### src/rtl/assert_macros.svh
// Assertion macros used by the top RTL file of the bias calibrator.
`ifndef ASSERT_MACROS_SVH
`define ASSERT_MACROS_SVH

// Condition holds at every clock edge outside reset.
`define ASSERT_ALWAYS(label, expr, msg) \
  label: assert property (@(posedge clk) disable iff (rst) (expr)) else $error(msg);

// Consequent holds in the same cycle as the antecedent.
`define ASSERT_IMPLIES(label, ante, cons, msg) \
  label: assert property (@(posedge clk) disable iff (rst) (ante) |-> (cons)) else $error(msg);

`endif

### src/rtl/sabc_pkg.sv
// Types, constants and codes of the six-axis bias calibrator.
`default_nettype none

package sabc_pkg;

  localparam int SAMPLE_W = 16;
  localparam int CH_N = 6;
  localparam int OFF_W = 26;
  localparam int STATUS_W = 3;
  localparam int COUNT_CFG_W = 13;
  localparam int ONE_G_W = 15;
  localparam int ADDR_W = 3;
  localparam int DATA_W = 32;

  localparam int MAX_CALIB_SAMPLES_DEF = 4096;
  localparam int OFFSET_FRAC_BITS_DEF = 8;

  localparam logic [COUNT_CFG_W-1:0] CALIB_COUNT_RST = COUNT_CFG_W'(200);
  localparam logic [ONE_G_W-1:0] ONE_G_RST = ONE_G_W'(16384);

  localparam int ACCEL_Z_IDX = 2;
  localparam int SAT_MAX = 32767;
  localparam int SAT_MIN = -32768;

  localparam logic signed [OFF_W-1:0] OFF_MAX = {1'b0, {(OFF_W-1){1'b1}}};
  localparam logic signed [OFF_W-1:0] OFF_MIN = {1'b1, {(OFF_W-1){1'b0}}};

  localparam logic CMD_CALIB = 1'b0;
  localparam logic CMD_MEASURE = 1'b1;

  typedef enum logic [STATUS_W-1:0] {
    STAT_CORRECTED   = 3'd0,
    STAT_RAW         = 3'd1,
    STAT_READ_FAIL   = 3'd2,
    STAT_CAL_ACCEPT  = 3'd3,
    STAT_CAL_DONE    = 3'd4,
    STAT_CAL_FAIL    = 3'd5
  } status_t;

  typedef enum logic [0:0] {
    REG_CALIB_SAMPLE_COUNT = 1'b0,
    REG_ACCEL_ONE_G        = 1'b1
  } reg_idx_t;

  typedef enum logic [3:0] {
    ST_IDLE,
    ST_ACCUM,
    ST_DECIDE,
    ST_MUL,
    ST_NUM,
    ST_START,
    ST_WAIT,
    ST_CORR,
    ST_CFIX,
    ST_DONE
  } state_t;

  typedef enum logic [1:0] {
    DIV_IDLE,
    DIV_RUN,
    DIV_FIX
  } div_state_t;

  typedef struct packed {
    logic                       command;
    logic                       read_ok;
    logic signed [SAMPLE_W-1:0] accel_x;
    logic signed [SAMPLE_W-1:0] accel_y;
    logic signed [SAMPLE_W-1:0] accel_z;
    logic signed [SAMPLE_W-1:0] gyro_x;
    logic signed [SAMPLE_W-1:0] gyro_y;
    logic signed [SAMPLE_W-1:0] gyro_z;
  } sample_t;

  typedef struct packed {
    status_t                    status;
    logic signed [SAMPLE_W-1:0] out_accel_x;
    logic signed [SAMPLE_W-1:0] out_accel_y;
    logic signed [SAMPLE_W-1:0] out_accel_z;
    logic signed [SAMPLE_W-1:0] out_gyro_x;
    logic signed [SAMPLE_W-1:0] out_gyro_y;
    logic signed [SAMPLE_W-1:0] out_gyro_z;
  } result_t;

endpackage

`default_nettype wire

### src/rtl/sabc_div.sv
// Serial restoring divider for the offsets: signed numerator, unsigned count, saturated quotient.
`default_nettype none

module sabc_div #(
  parameter int NUM_W = 30,
  parameter int CNT_W = 13,
  parameter int FRAC_BITS = 8
) (
  input  wire logic                             clk,
  input  wire logic                             rst,
  input  wire logic                             start,
  input  wire logic signed [NUM_W-1:0]          num,
  input  wire logic [CNT_W-1:0]                 den,
  output logic                                  done,
  output logic signed [sabc_pkg::OFF_W-1:0]     quo
);

  localparam int DVD_W = NUM_W + FRAC_BITS;
  localparam int DCNT_W = $clog2(DVD_W);
  localparam int OFF_W = sabc_pkg::OFF_W;

  sabc_pkg::div_state_t state, state_next;

  logic [DVD_W-1:0]  dvd;
  logic [CNT_W-1:0]  rem;
  logic [CNT_W-1:0]  den_r;
  logic [OFF_W-1:0]  qmag;
  logic              sticky;
  logic              neg;
  logic [DCNT_W-1:0] cnt;

  logic [NUM_W-1:0]  mag;
  logic [CNT_W:0]    trial;
  logic [CNT_W:0]    diff;
  logic              ge;
  logic              over_pos;
  logic              over_neg;

  always_ff @(posedge clk) begin
    if (rst) begin
      state <= sabc_pkg::DIV_IDLE;
    end else begin
      state <= state_next;
    end
  end

  always_comb begin
    state_next = state;
    case (state)
      sabc_pkg::DIV_IDLE: begin
        if (start) begin
          state_next = sabc_pkg::DIV_RUN;
        end
      end
      sabc_pkg::DIV_RUN: begin
        if (cnt == DCNT_W'(DVD_W - 1)) begin
          state_next = sabc_pkg::DIV_FIX;
        end
      end
      sabc_pkg::DIV_FIX: begin
        state_next = sabc_pkg::DIV_IDLE;
      end
      default: begin
        state_next = sabc_pkg::DIV_IDLE;
      end
    endcase
  end

  always_comb begin
    mag   = num[NUM_W-1] ? -num : num;
    trial = {rem, dvd[DVD_W-1]};
    diff  = trial - {1'b0, den_r};
    ge    = trial >= {1'b0, den_r};
  end

  // one quotient bit per cycle, dividend is |num| with FRAC_BITS zeros appended
  always_ff @(posedge clk) begin
    case (state)
      sabc_pkg::DIV_IDLE: begin
        if (start) begin
          dvd    <= DVD_W'(mag) << FRAC_BITS;
          rem    <= '0;
          den_r  <= den;
          qmag   <= '0;
          sticky <= 1'b0;
          neg    <= num[NUM_W-1];
          cnt    <= '0;
        end
      end
      sabc_pkg::DIV_RUN: begin
        dvd    <= dvd << 1;
        rem    <= ge ? diff[CNT_W-1:0] : trial[CNT_W-1:0];
        qmag   <= {qmag[OFF_W-2:0], ge};
        sticky <= sticky | qmag[OFF_W-1];
        cnt    <= cnt + 1'b1;
      end
      default: begin
      end
    endcase
  end

  always_comb begin
    over_pos = sticky | qmag[OFF_W-1];
    over_neg = sticky | (qmag > {1'b1, {(OFF_W-1){1'b0}}});
    if (neg) begin
      quo = over_neg ? sabc_pkg::OFF_MIN : $signed(-qmag);
    end else begin
      quo = over_pos ? sabc_pkg::OFF_MAX : $signed(qmag);
    end
    done = (state == sabc_pkg::DIV_FIX);
  end

endmodule

`default_nettype wire

### src/rtl/six_axis_bias_calibrator.sv
// Six-axis bias calibrator: run accumulation, offset division and bit-serial correction.
//
// Each accepted word is one sensor read and gives one result word. The six channels are
// handled in six bit-serial lanes. A measurement with calibration done runs the serial
// subtract of the offset over T_W = max(16, 26 - OFFSET_FRAC_BITS) + 1 bits (19 at the
// defaults) before its result; raw or failed reads go straight to the result. A
// calibration attempt with a good read runs the serial accumulate over SUM_W = 16 +
// clog2(MAX_CALIB_SAMPLES) bits (28 at the defaults). The attempt that closes a run adds
// the 1 g product and six passes of the one shared serial divider.
// A new word is taken while the previous result still waits in the output register.
`default_nettype none

`include "assert_macros.svh"

module six_axis_bias_calibrator #(
  parameter int MAX_CALIB_SAMPLES = sabc_pkg::MAX_CALIB_SAMPLES_DEF,
  parameter int OFFSET_FRAC_BITS  = sabc_pkg::OFFSET_FRAC_BITS_DEF
) (
  input  wire logic                          clk,
  input  wire logic                          rst,
  input  wire logic                          sample_valid,
  output logic                               sample_stall,
  input  wire sabc_pkg::sample_t             sample,
  output logic                               result_valid,
  input  wire logic                          result_stall,
  output sabc_pkg::result_t                  result,
  input  wire logic                          psel,
  input  wire logic                          penable,
  input  wire logic                          pwrite,
  input  wire logic [sabc_pkg::ADDR_W-1:0]   paddr,
  input  wire logic [sabc_pkg::DATA_W-1:0]   pwdata,
  output logic [sabc_pkg::DATA_W-1:0]        prdata,
  output logic                               pready
);

  localparam int SAMPLE_W = sabc_pkg::SAMPLE_W;
  localparam int CH_N = sabc_pkg::CH_N;
  localparam int OFF_W = sabc_pkg::OFF_W;
  localparam int CNT_W = $clog2(MAX_CALIB_SAMPLES + 1);
  localparam int SUM_W = SAMPLE_W + $clog2(MAX_CALIB_SAMPLES);
  localparam int PROD_W = sabc_pkg::ONE_G_W + CNT_W;
  localparam int NUM_W = ((SUM_W > PROD_W + 1) ? SUM_W : PROD_W + 1) + 1;
  localparam int OQ_W = OFF_W - OFFSET_FRAC_BITS;
  localparam int T_W = ((SAMPLE_W > OQ_W) ? SAMPLE_W : OQ_W) + 1;
  localparam int SER_W = (SUM_W > T_W) ? SUM_W : T_W;
  localparam int SCNT_W = $clog2(SER_W);
  localparam int CH_W = $clog2(CH_N);

  localparam logic [OFF_W-1:0] FRAC_MASK = OFF_W'((1 << OFFSET_FRAC_BITS) - 1);
  localparam logic signed [T_W-1:0] T_HI = T_W'(sabc_pkg::SAT_MAX);
  localparam logic signed [T_W-1:0] T_LO = T_W'(sabc_pkg::SAT_MIN);

  sabc_pkg::state_t state, state_next;

  logic [sabc_pkg::COUNT_CFG_W-1:0] calib_sample_count;
  logic [sabc_pkg::ONE_G_W-1:0]     accel_one_g;

  logic [CNT_W-1:0] attempt_count;
  logic [CNT_W-1:0] valid_count;
  logic             calibrated;

  logic [CH_N-1:0][SUM_W-1:0]    sums;
  logic [CH_N-1:0][OFF_W-1:0]    offsets;
  logic [CH_N-1:0][SAMPLE_W-1:0] s_sh;
  logic [CH_N-1:0][T_W-1:0]      oq_sh;
  logic [CH_N-1:0][T_W-1:0]      t_sh;
  logic [CH_N-1:0][T_W-1:0]      u_sh;
  logic [CH_N-1:0]               carry;
  logic [CH_N-1:0]               brw_t;
  logic [CH_N-1:0]               brw_u;
  logic [SCNT_W-1:0]             bcnt;
  logic [CH_W-1:0]               ch;
  logic [PROD_W-1:0]             prod;
  logic signed [NUM_W-1:0]       num_r;

  sabc_pkg::status_t             pend_status;
  logic [CH_N-1:0][SAMPLE_W-1:0] pend_data;
  sabc_pkg::status_t             res_status;
  logic [CH_N-1:0][SAMPLE_W-1:0] res_data;

  logic [CH_N-1:0][SAMPLE_W-1:0] sample_lane;
  logic [CH_N-1:0]               acc_bit;
  logic [CH_N-1:0]               acc_cy;
  logic [CH_N-1:0]               t_bit;
  logic [CH_N-1:0]               t_brw;
  logic [CH_N-1:0]               u_bit;
  logic [CH_N-1:0]               u_brw;
  logic [CH_N-1:0][T_W-1:0]      oq_init;
  logic [CH_N-1:0][SAMPLE_W-1:0] corr;

  logic                          accept;
  logic                          out_free;
  logic                          cfg_wr;
  sabc_pkg::reg_idx_t            reg_idx;
  logic [CNT_W-1:0]              run_len;
  logic                          run_end;
  logic                          div_start;
  logic                          div_done;
  logic signed [OFF_W-1:0]       div_quo;
  logic signed [NUM_W-1:0]       sum_sel;

  sabc_div #(
    .NUM_W     (NUM_W),
    .CNT_W     (CNT_W),
    .FRAC_BITS (OFFSET_FRAC_BITS)
  ) u_div (
    .clk   (clk),
    .rst   (rst),
    .start (div_start),
    .num   (num_r),
    .den   (valid_count),
    .done  (div_done),
    .quo   (div_quo)
  );

  assign pready = 1'b1;

  always_comb begin
    accept   = sample_valid & ~sample_stall;
    out_free = ~result_valid | ~result_stall;
    cfg_wr   = psel & penable & pwrite & pready;
    reg_idx  = sabc_pkg::reg_idx_t'(paddr[2]);
    case (reg_idx)
      sabc_pkg::REG_CALIB_SAMPLE_COUNT: prdata = sabc_pkg::DATA_W'(calib_sample_count);
      sabc_pkg::REG_ACCEL_ONE_G:        prdata = sabc_pkg::DATA_W'(accel_one_g);
      default:                          prdata = '0;
    endcase
  end

  always_comb begin
    if (calib_sample_count == '0) begin
      run_len = CNT_W'(1);
    end else if (32'(calib_sample_count) > 32'(MAX_CALIB_SAMPLES)) begin
      run_len = CNT_W'(MAX_CALIB_SAMPLES);
    end else begin
      run_len = CNT_W'(calib_sample_count);
    end
    run_end = attempt_count >= run_len;
    sum_sel = NUM_W'($signed(sums[ch]));
  end

  always_comb begin
    sample_lane[0] = sample.accel_x;
    sample_lane[1] = sample.accel_y;
    sample_lane[2] = sample.accel_z;
    sample_lane[3] = sample.gyro_x;
    sample_lane[4] = sample.gyro_y;
    sample_lane[5] = sample.gyro_z;
    result.status      = res_status;
    result.out_accel_x = res_data[0];
    result.out_accel_y = res_data[1];
    result.out_accel_z = res_data[2];
    result.out_gyro_x  = res_data[3];
    result.out_gyro_y  = res_data[4];
    result.out_gyro_z  = res_data[5];
  end

  // per-lane serial add, serial subtract of t = s - oq and of t - 1, final select
  always_comb begin
    logic [T_W-1:0] pick;
    logic           frac;
    for (int i = 0; i < CH_N; i++) begin
      acc_bit[i] = sums[i][0] ^ s_sh[i][0] ^ carry[i];
      acc_cy[i]  = (sums[i][0] & s_sh[i][0]) | (sums[i][0] & carry[i]) |
                   (s_sh[i][0] & carry[i]);
      t_bit[i]   = s_sh[i][0] ^ oq_sh[i][0] ^ brw_t[i];
      t_brw[i]   = (~s_sh[i][0] & oq_sh[i][0]) | (~s_sh[i][0] & brw_t[i]) |
                   (oq_sh[i][0] & brw_t[i]);
      u_bit[i]   = s_sh[i][0] ^ oq_sh[i][0] ^ brw_u[i];
      u_brw[i]   = (~s_sh[i][0] & oq_sh[i][0]) | (~s_sh[i][0] & brw_u[i]) |
                   (oq_sh[i][0] & brw_u[i]);
      oq_init[i] = T_W'($signed(offsets[i]) >>> OFFSET_FRAC_BITS);
      frac = |(offsets[i] & FRAC_MASK);
      // a fractional offset pulls a positive difference one step toward zero
      pick = (frac && !t_sh[i][T_W-1] && (t_sh[i] != '0)) ? u_sh[i] : t_sh[i];
      if ($signed(pick) > T_HI) begin
        corr[i] = SAMPLE_W'(sabc_pkg::SAT_MAX);
      end else if ($signed(pick) < T_LO) begin
        corr[i] = SAMPLE_W'(sabc_pkg::SAT_MIN);
      end else begin
        corr[i] = pick[SAMPLE_W-1:0];
      end
    end
  end

  always_ff @(posedge clk) begin
    if (rst) begin
      state <= sabc_pkg::ST_IDLE;
    end else begin
      state <= state_next;
    end
  end

  always_comb begin
    state_next   = state;
    sample_stall = (state != sabc_pkg::ST_IDLE);
    div_start    = 1'b0;
    case (state)
      sabc_pkg::ST_IDLE: begin
        if (accept) begin
          if (sample.command == sabc_pkg::CMD_CALIB) begin
            state_next = sample.read_ok ? sabc_pkg::ST_ACCUM : sabc_pkg::ST_DECIDE;
          end else if (sample.read_ok && calibrated) begin
            state_next = sabc_pkg::ST_CORR;
          end else begin
            state_next = sabc_pkg::ST_DONE;
          end
        end
      end
      sabc_pkg::ST_ACCUM: begin
        if (bcnt == SCNT_W'(SUM_W - 1)) begin
          state_next = sabc_pkg::ST_DECIDE;
        end
      end
      sabc_pkg::ST_DECIDE: begin
        if (run_end && (valid_count != '0)) begin
          state_next = sabc_pkg::ST_MUL;
        end else begin
          state_next = sabc_pkg::ST_DONE;
        end
      end
      sabc_pkg::ST_MUL: begin
        state_next = sabc_pkg::ST_NUM;
      end
      sabc_pkg::ST_NUM: begin
        state_next = sabc_pkg::ST_START;
      end
      sabc_pkg::ST_START: begin
        div_start  = 1'b1;
        state_next = sabc_pkg::ST_WAIT;
      end
      sabc_pkg::ST_WAIT: begin
        if (div_done) begin
          state_next = (ch == CH_W'(CH_N - 1)) ? sabc_pkg::ST_DONE : sabc_pkg::ST_NUM;
        end
      end
      sabc_pkg::ST_CORR: begin
        if (bcnt == SCNT_W'(T_W - 1)) begin
          state_next = sabc_pkg::ST_CFIX;
        end
      end
      sabc_pkg::ST_CFIX: begin
        state_next = sabc_pkg::ST_DONE;
      end
      sabc_pkg::ST_DONE: begin
        if (out_free) begin
          state_next = sabc_pkg::ST_IDLE;
        end
      end
      default: begin
        state_next = sabc_pkg::ST_IDLE;
      end
    endcase
  end

  // run state, flags, config and output valid
  always_ff @(posedge clk) begin
    if (rst) begin
      calib_sample_count <= sabc_pkg::CALIB_COUNT_RST;
      accel_one_g        <= sabc_pkg::ONE_G_RST;
      attempt_count      <= '0;
      valid_count        <= '0;
      calibrated         <= 1'b0;
      sums               <= '0;
      result_valid       <= 1'b0;
    end else begin
      if (cfg_wr) begin
        case (reg_idx)
          sabc_pkg::REG_CALIB_SAMPLE_COUNT:
            calib_sample_count <= pwdata[sabc_pkg::COUNT_CFG_W-1:0];
          sabc_pkg::REG_ACCEL_ONE_G:
            accel_one_g <= pwdata[sabc_pkg::ONE_G_W-1:0];
          default: begin
          end
        endcase
      end
      if ((state == sabc_pkg::ST_DONE) && out_free) begin
        result_valid <= 1'b1;
      end else if (result_valid && !result_stall) begin
        result_valid <= 1'b0;
      end
      case (state)
        sabc_pkg::ST_IDLE: begin
          if (accept && (sample.command == sabc_pkg::CMD_CALIB)) begin
            attempt_count <= attempt_count + 1'b1;
            valid_count   <= valid_count + CNT_W'(sample.read_ok);
          end
        end
        sabc_pkg::ST_ACCUM: begin
          for (int i = 0; i < CH_N; i++) begin
            sums[i] <= {acc_bit[i], sums[i][SUM_W-1:1]};
          end
        end
        sabc_pkg::ST_DECIDE: begin
          if (run_end && (valid_count == '0)) begin
            attempt_count <= '0;
            sums          <= '0;
          end
        end
        sabc_pkg::ST_WAIT: begin
          if (div_done && (ch == CH_W'(CH_N - 1))) begin
            attempt_count <= '0;
            valid_count   <= '0;
            sums          <= '0;
            calibrated    <= 1'b1;
          end
        end
        default: begin
        end
      endcase
    end
  end

  // lane shift registers, offsets and result words
  always_ff @(posedge clk) begin
    case (state)
      sabc_pkg::ST_IDLE: begin
        if (accept) begin
          s_sh   <= sample_lane;
          oq_sh  <= oq_init;
          carry  <= '0;
          brw_t  <= '0;
          brw_u  <= '1;
          bcnt   <= '0;
          pend_status <= sample.read_ok ? sabc_pkg::STAT_RAW : sabc_pkg::STAT_READ_FAIL;
          pend_data   <= sample.read_ok ? sample_lane : '0;
        end
      end
      sabc_pkg::ST_ACCUM: begin
        for (int i = 0; i < CH_N; i++) begin
          s_sh[i] <= {s_sh[i][SAMPLE_W-1], s_sh[i][SAMPLE_W-1:1]};
        end
        carry <= acc_cy;
        bcnt  <= bcnt + 1'b1;
      end
      sabc_pkg::ST_DECIDE: begin
        pend_data   <= '0;
        pend_status <= run_end ? sabc_pkg::STAT_CAL_FAIL : sabc_pkg::STAT_CAL_ACCEPT;
        ch          <= '0;
      end
      sabc_pkg::ST_MUL: begin
        prod <= PROD_W'(accel_one_g) * PROD_W'(valid_count);
      end
      sabc_pkg::ST_NUM: begin
        num_r <= (ch == CH_W'(sabc_pkg::ACCEL_Z_IDX)) ? sum_sel - $signed(NUM_W'(prod))
                                                       : sum_sel;
      end
      sabc_pkg::ST_WAIT: begin
        if (div_done) begin
          offsets[ch] <= div_quo;
          ch          <= ch + 1'b1;
          pend_status <= sabc_pkg::STAT_CAL_DONE;
        end
      end
      sabc_pkg::ST_CORR: begin
        for (int i = 0; i < CH_N; i++) begin
          s_sh[i]  <= {s_sh[i][SAMPLE_W-1], s_sh[i][SAMPLE_W-1:1]};
          oq_sh[i] <= {oq_sh[i][T_W-1], oq_sh[i][T_W-1:1]};
          t_sh[i]  <= {t_bit[i], t_sh[i][T_W-1:1]};
          u_sh[i]  <= {u_bit[i], u_sh[i][T_W-1:1]};
        end
        brw_t <= t_brw;
        brw_u <= u_brw;
        bcnt  <= bcnt + 1'b1;
      end
      sabc_pkg::ST_CFIX: begin
        pend_status <= sabc_pkg::STAT_CORRECTED;
        pend_data   <= corr;
      end
      sabc_pkg::ST_DONE: begin
        if (out_free) begin
          res_status <= pend_status;
          res_data   <= pend_data;
        end
      end
      default: begin
      end
    endcase
  end

  `ASSERT_ALWAYS(a_valid_le_attempt, valid_count <= attempt_count, "valid count above attempts")
  `ASSERT_IMPLIES(a_cal_hold, !$past(rst), !$fell(calibrated), "calibrated flag dropped")
  `ASSERT_IMPLIES(a_result_from_done, $rose(result_valid), $past(state) == sabc_pkg::ST_DONE, "result word raised outside done")
  `ASSERT_IMPLIES(a_div_done_wait, div_done, state == sabc_pkg::ST_WAIT, "divider finished while not waited on")

endmodule

`default_nettype wire
### config.mk
export PLATFORM = sky130hd
export DESIGN_NAME = six_axis_bias_calibrator
export DESIGN_NICKNAME = d
export VERILOG_FILES = /design/src/rtl/sabc_pkg.sv /design/src/rtl/sabc_div.sv /design/src/rtl/six_axis_bias_calibrator.sv
export VERILOG_INCLUDE_DIRS = /design/src /design/src/rtl
export SDC_FILE = /design/constraint.sdc
export NUM_CORES = 2
export LEC_CHECK = 0
export BUFFER_PORTS_ARGS = -buffer_cell sky130_fd_sc_hd__buf_2
export CELL_PAD_IN_SITES_DETAIL_PLACEMENT = 0
export CELL_PAD_IN_SITES_GLOBAL_PLACEMENT = 1
export CORE_MARGIN = 5
export CORE_UTILIZATION = 30
export DETAILED_ROUTE_END_ITERATION = 8
export PLACE_DENSITY_LB_ADDON = 0.1
export SLEW_MARGIN = 10
export SYNTH_ARGS = -nofsm -noshare
export SYNTH_HDL_FRONTEND = slang
export SYNTH_HIERARCHICAL = 1
export SYNTH_SLANG_ARGS = --single-unit
export TNS_END_PERCENT = 5
### constraint.sdc
create_clock -name clk -period 19.7 [get_ports clk]
set_input_delay 0.985 -clock clk [delete_from_list [all_inputs] [get_ports clk]]
set_output_delay 0.985 -clock clk [all_outputs]
set_load 0.1 [all_outputs]
==> flow_summary.json <==
{
  "status": "finished clean",
  "grt_pass1_wl_mm": 241,
  "r2r_setup_slack_ps": 13000,
  "start_util_pct": 30.1,
  "whs_endpoint": "result[11]",
  "rsz0062_at_grt": "no",
  "antenna_left": 0,
  "timing.rr.start": "valid_count[6]",
  "worst_pin_slew_ps": 1140,
  "async_flop_share_pct": 0,
  "cts_buffers": 144,
  "dieArea_um2": 202000,
  "power.density_nw_per_um2": 116,
  "finClkSkew_ps": 41.1,
  "hpwlAfterDp_mm": 107,
  "start_kind": "register",
  "dr.first_iter.drc_count": 2029,
  "design_area_um2": 66300,
  "ys_types": 86,
  "nNetsFinal": 5555,
  "drc": 0,
  "finalCriticalPeriod_ps": 6700,
  "cts_buffer_depth": 3,
  "vias_per_cell": 4.71,
  "place_ws_ps": 13020,
  "placed_area_um2": 61800,
  "synth_edf_count": 966,
  "syn_inst": 4892,
  "vias": 36600,
  "yosysWarnings": 6,
  "ys_seq_elements": 1196,
  "fin_ws_ps": 13000,
  "seq_area_frac_synth_pct": 58.1,
  "cts_root_buf": "clkbuf_16",
  "ir_drop_v": 0.000102,
  "crit_arrival_ps": 7230,
  "wirelength_mm": 158,
  "cp-end-kind": "register",
  "postSynthAreaPerCell_um2": 11.8,
  "reg2reg_depth": 19,
  "layout-drive-gt1-share_pct": 13.6,
  "place.gp.congestion": 0.756,
  "required_ps": 20220,
  "hold_violations": 0,
  "wl_per_cell_um": 20.4,
  "holdCritPathClass": "reg -> reg",
  "hp-start": "pend_data[91]",
  "cts_setup_buffers": 0,
  "crit_type": "reg -> reg",
  "r2r_end": "prod[24]",
  "pin_count": 274,
  "antenna_found_initial": 19,
  "htree_levels": 4,
  "rows": 161,
  "setup_tns_ps": 0,
  "grt_max_degree": 110,
  "setup_viol": 0,
  "maxCapViolCount": 0,
  "drt_pass1_iterations": 5,
  "fp.dieW_um": 449,
  "post-route-util_pct": 34.5,
  "clkSinkCount": 1196,
  "ctsHoldBuffers": 0,
  "grt_overflow": 0,
  "netlist_area_um2": 57900,
  "die-height_um": 449,
  "min_path_cells": 0,
  "path_clk_slew_ps": 60,
  "fin_crit_sh_pct": 34.0,
  "cts_resized": 0,
  "syn_to_final_growth_pct": 14.6,
  "globalRouteTotalUtil_pct": 15.4,
  "clock_latency_ps": 790,
  "slew_viol_final": 0,
  "io_buffers": 236,
  "coreArea_um2": 192000,
  "tritoncts": "done",
  "slew_headroom_pct": 23.1,
  "grt_pass1_vias": 37400,
  "timing.fmax_mhz": 149,
  "cp_max_fo": 12,
  "synthFlopType": "edfxtp_1",
  "p_leak_nw": 24.7
}
-- cell type report --
class	count	area [um2]
antenna	10	25.0
clock buffer	201	3960
clock inverter	59	571
fill	19300	126000
inverter	329	1250
multi-input combinational	3123	21900
sequential	1196	33600
tap	2526	3160
timing repair buffer	318	1800
-- synthesized netlist by cell type (all sizes together), types with 119 or more instances --
library cell / number / area share [%]
nand2: 942 / 6.2
dfxtp: 230 / 8.0
mux2: 134 / 2.6
ha: 140 / 3.0
inv: 327 / 2.1
fa: 163 / 5.6
clkbuf: 173 / 1.1
nor2: 196 / 1.3
o21ai: 193 / 1.7
and2: 119 / 1.3
mux2i: 288 / 5.0
edfxtp: 966 / 50
a21oi: 300 / 2.7
-- worst max path at each step --
stage | start | endpoint | slack (ps) | cells past startpoint
after global placement | valid_count[6] | prod[26] | 12990 | 19
after floorplan | sample_valid | pend_data[0] | 2730 | 2
after CTS | valid_count[6] | prod[24] | 12950 | 19
after global routing | valid_count[6] | prod[24] | 12640 | 19
after detailed placement | valid_count[6] | prod[24] | 13020 | 19
final | valid_count[6] | prod[24] | 13000 | 19
-- kinds of logic (layout without fill, tap and decap cells) --
| logic type | after synthesis | in the layout | share of synthesized area [%] |
|---|---|---|---|
| fa+ha+maj | 303 | 303 | 8.67 |
| compound gates | 719 | 719 | 7.61 |
| flops | 1196 | 1196 | 58.1 |
| mux | 423 | 423 | 7.63 |
| simple gates | 1558 | 1558 | 12.1 |
| buf+inv | 589 | 907 | 4.37 |
| other cells | 2 | 28 | 0.0130 |
| xor+xnor | 102 | 102 | 1.54 |
-- critical path, stage by stage (launching register included) --
cell       delay (ps)
dfxtp_1           540
buf_4             290
nand2_1           100
fa_1              540
inv_1              50
fa_1              490
inv_1              40
fa_1              480
fa_1              560
fa_1              580
inv_1              50
ha_1              390
a21o_1            200
a2111oi_0         670
o21ai_1           190
a31oi_1           420
o21ai_1           150
a21oi_1           360
o21bai_1          150
xor2_1            160
-- per-stage QoR --
step,instances,total power (W),hold WS (ps)
floorplan,4908,0.00478,400
global placement,7492,0.00520,401
detailed placement,7492,0.00521,405
CTS,7752,0.00783,380
global route,7753,0.00807,405
finish,7762,0.00767,397
-- sequential cells by signal, summed over array words and instances (netlist names), 13 cells and up --
name / count
sums: 168
offsets: 156
oq_sh: 114
t_sh: 114
u_sh: 114
pend_data: 96
result: 96
s_sh: 96
num_r: 30
u_div/dvd: 30
prod: 28
u_div/qmag: 26
accel_one_g: 15
attempt_count: 13
calib_sample_count: 13
u_div/den_r: 13
u_div/rem: 13
valid_count: 13
-- layout by cell type, fill, tap and decap left out, types with 11 or more instances in the layout --
master,synthesis,layout
buf_2,24,236
a311oi_1,11,11
a21oi_1,292,286
nor2b_1,25,23
edfxtp_1,966,966
and2_1,118,118
nand4_1,29,29
mux2_2,127,127
a22oi_1,26,26
a31oi_1,11,11
inv_1,325,325
nor2_1,193,191
mux2i_1,288,288
dfxtp_1,230,230
or4_1,17,17
and3_1,17,16
conb_1,2,18
a211oi_1,12,12
clkbuf_16,0,148
nand2b_1,11,11
nor3_2,9,12
clkbuf_1,173,47
xnor2_1,52,52
o22ai_1,28,28
nor3_1,42,39
fa_1,163,163
clkinv_1,2,32
nand3_1,50,49
a21o_1,36,36
nor4_1,41,37
o21ai_0,91,89
o21ai_1,101,102
o21bai_1,13,13
nand2_1,935,934
o31ai_1,16,15
or3_1,26,26
buf_4,29,82
ha_1,140,140
xor2_1,50,50
-- routing by layer --
layer,wire (um),GRT usage (%),up-vias
li1,-,-,17600
met5,37,0,-
met1,76000,22.0,18200
met4,3000,3.63,6
met2,72200,24.3,583
met3,6890,2.89,186
-- report_power, final --
part	internal [W]	total, W	switching [W]
Sequential	0.00336	0.00352	0.000159
Combinational	0.000440	0.00158	0.00114
Clock	0.00147	0.00256	0.00109
Total	0.00527	0.00767	0.00239
No activity file was read; power rests on OpenSTA's default activity.
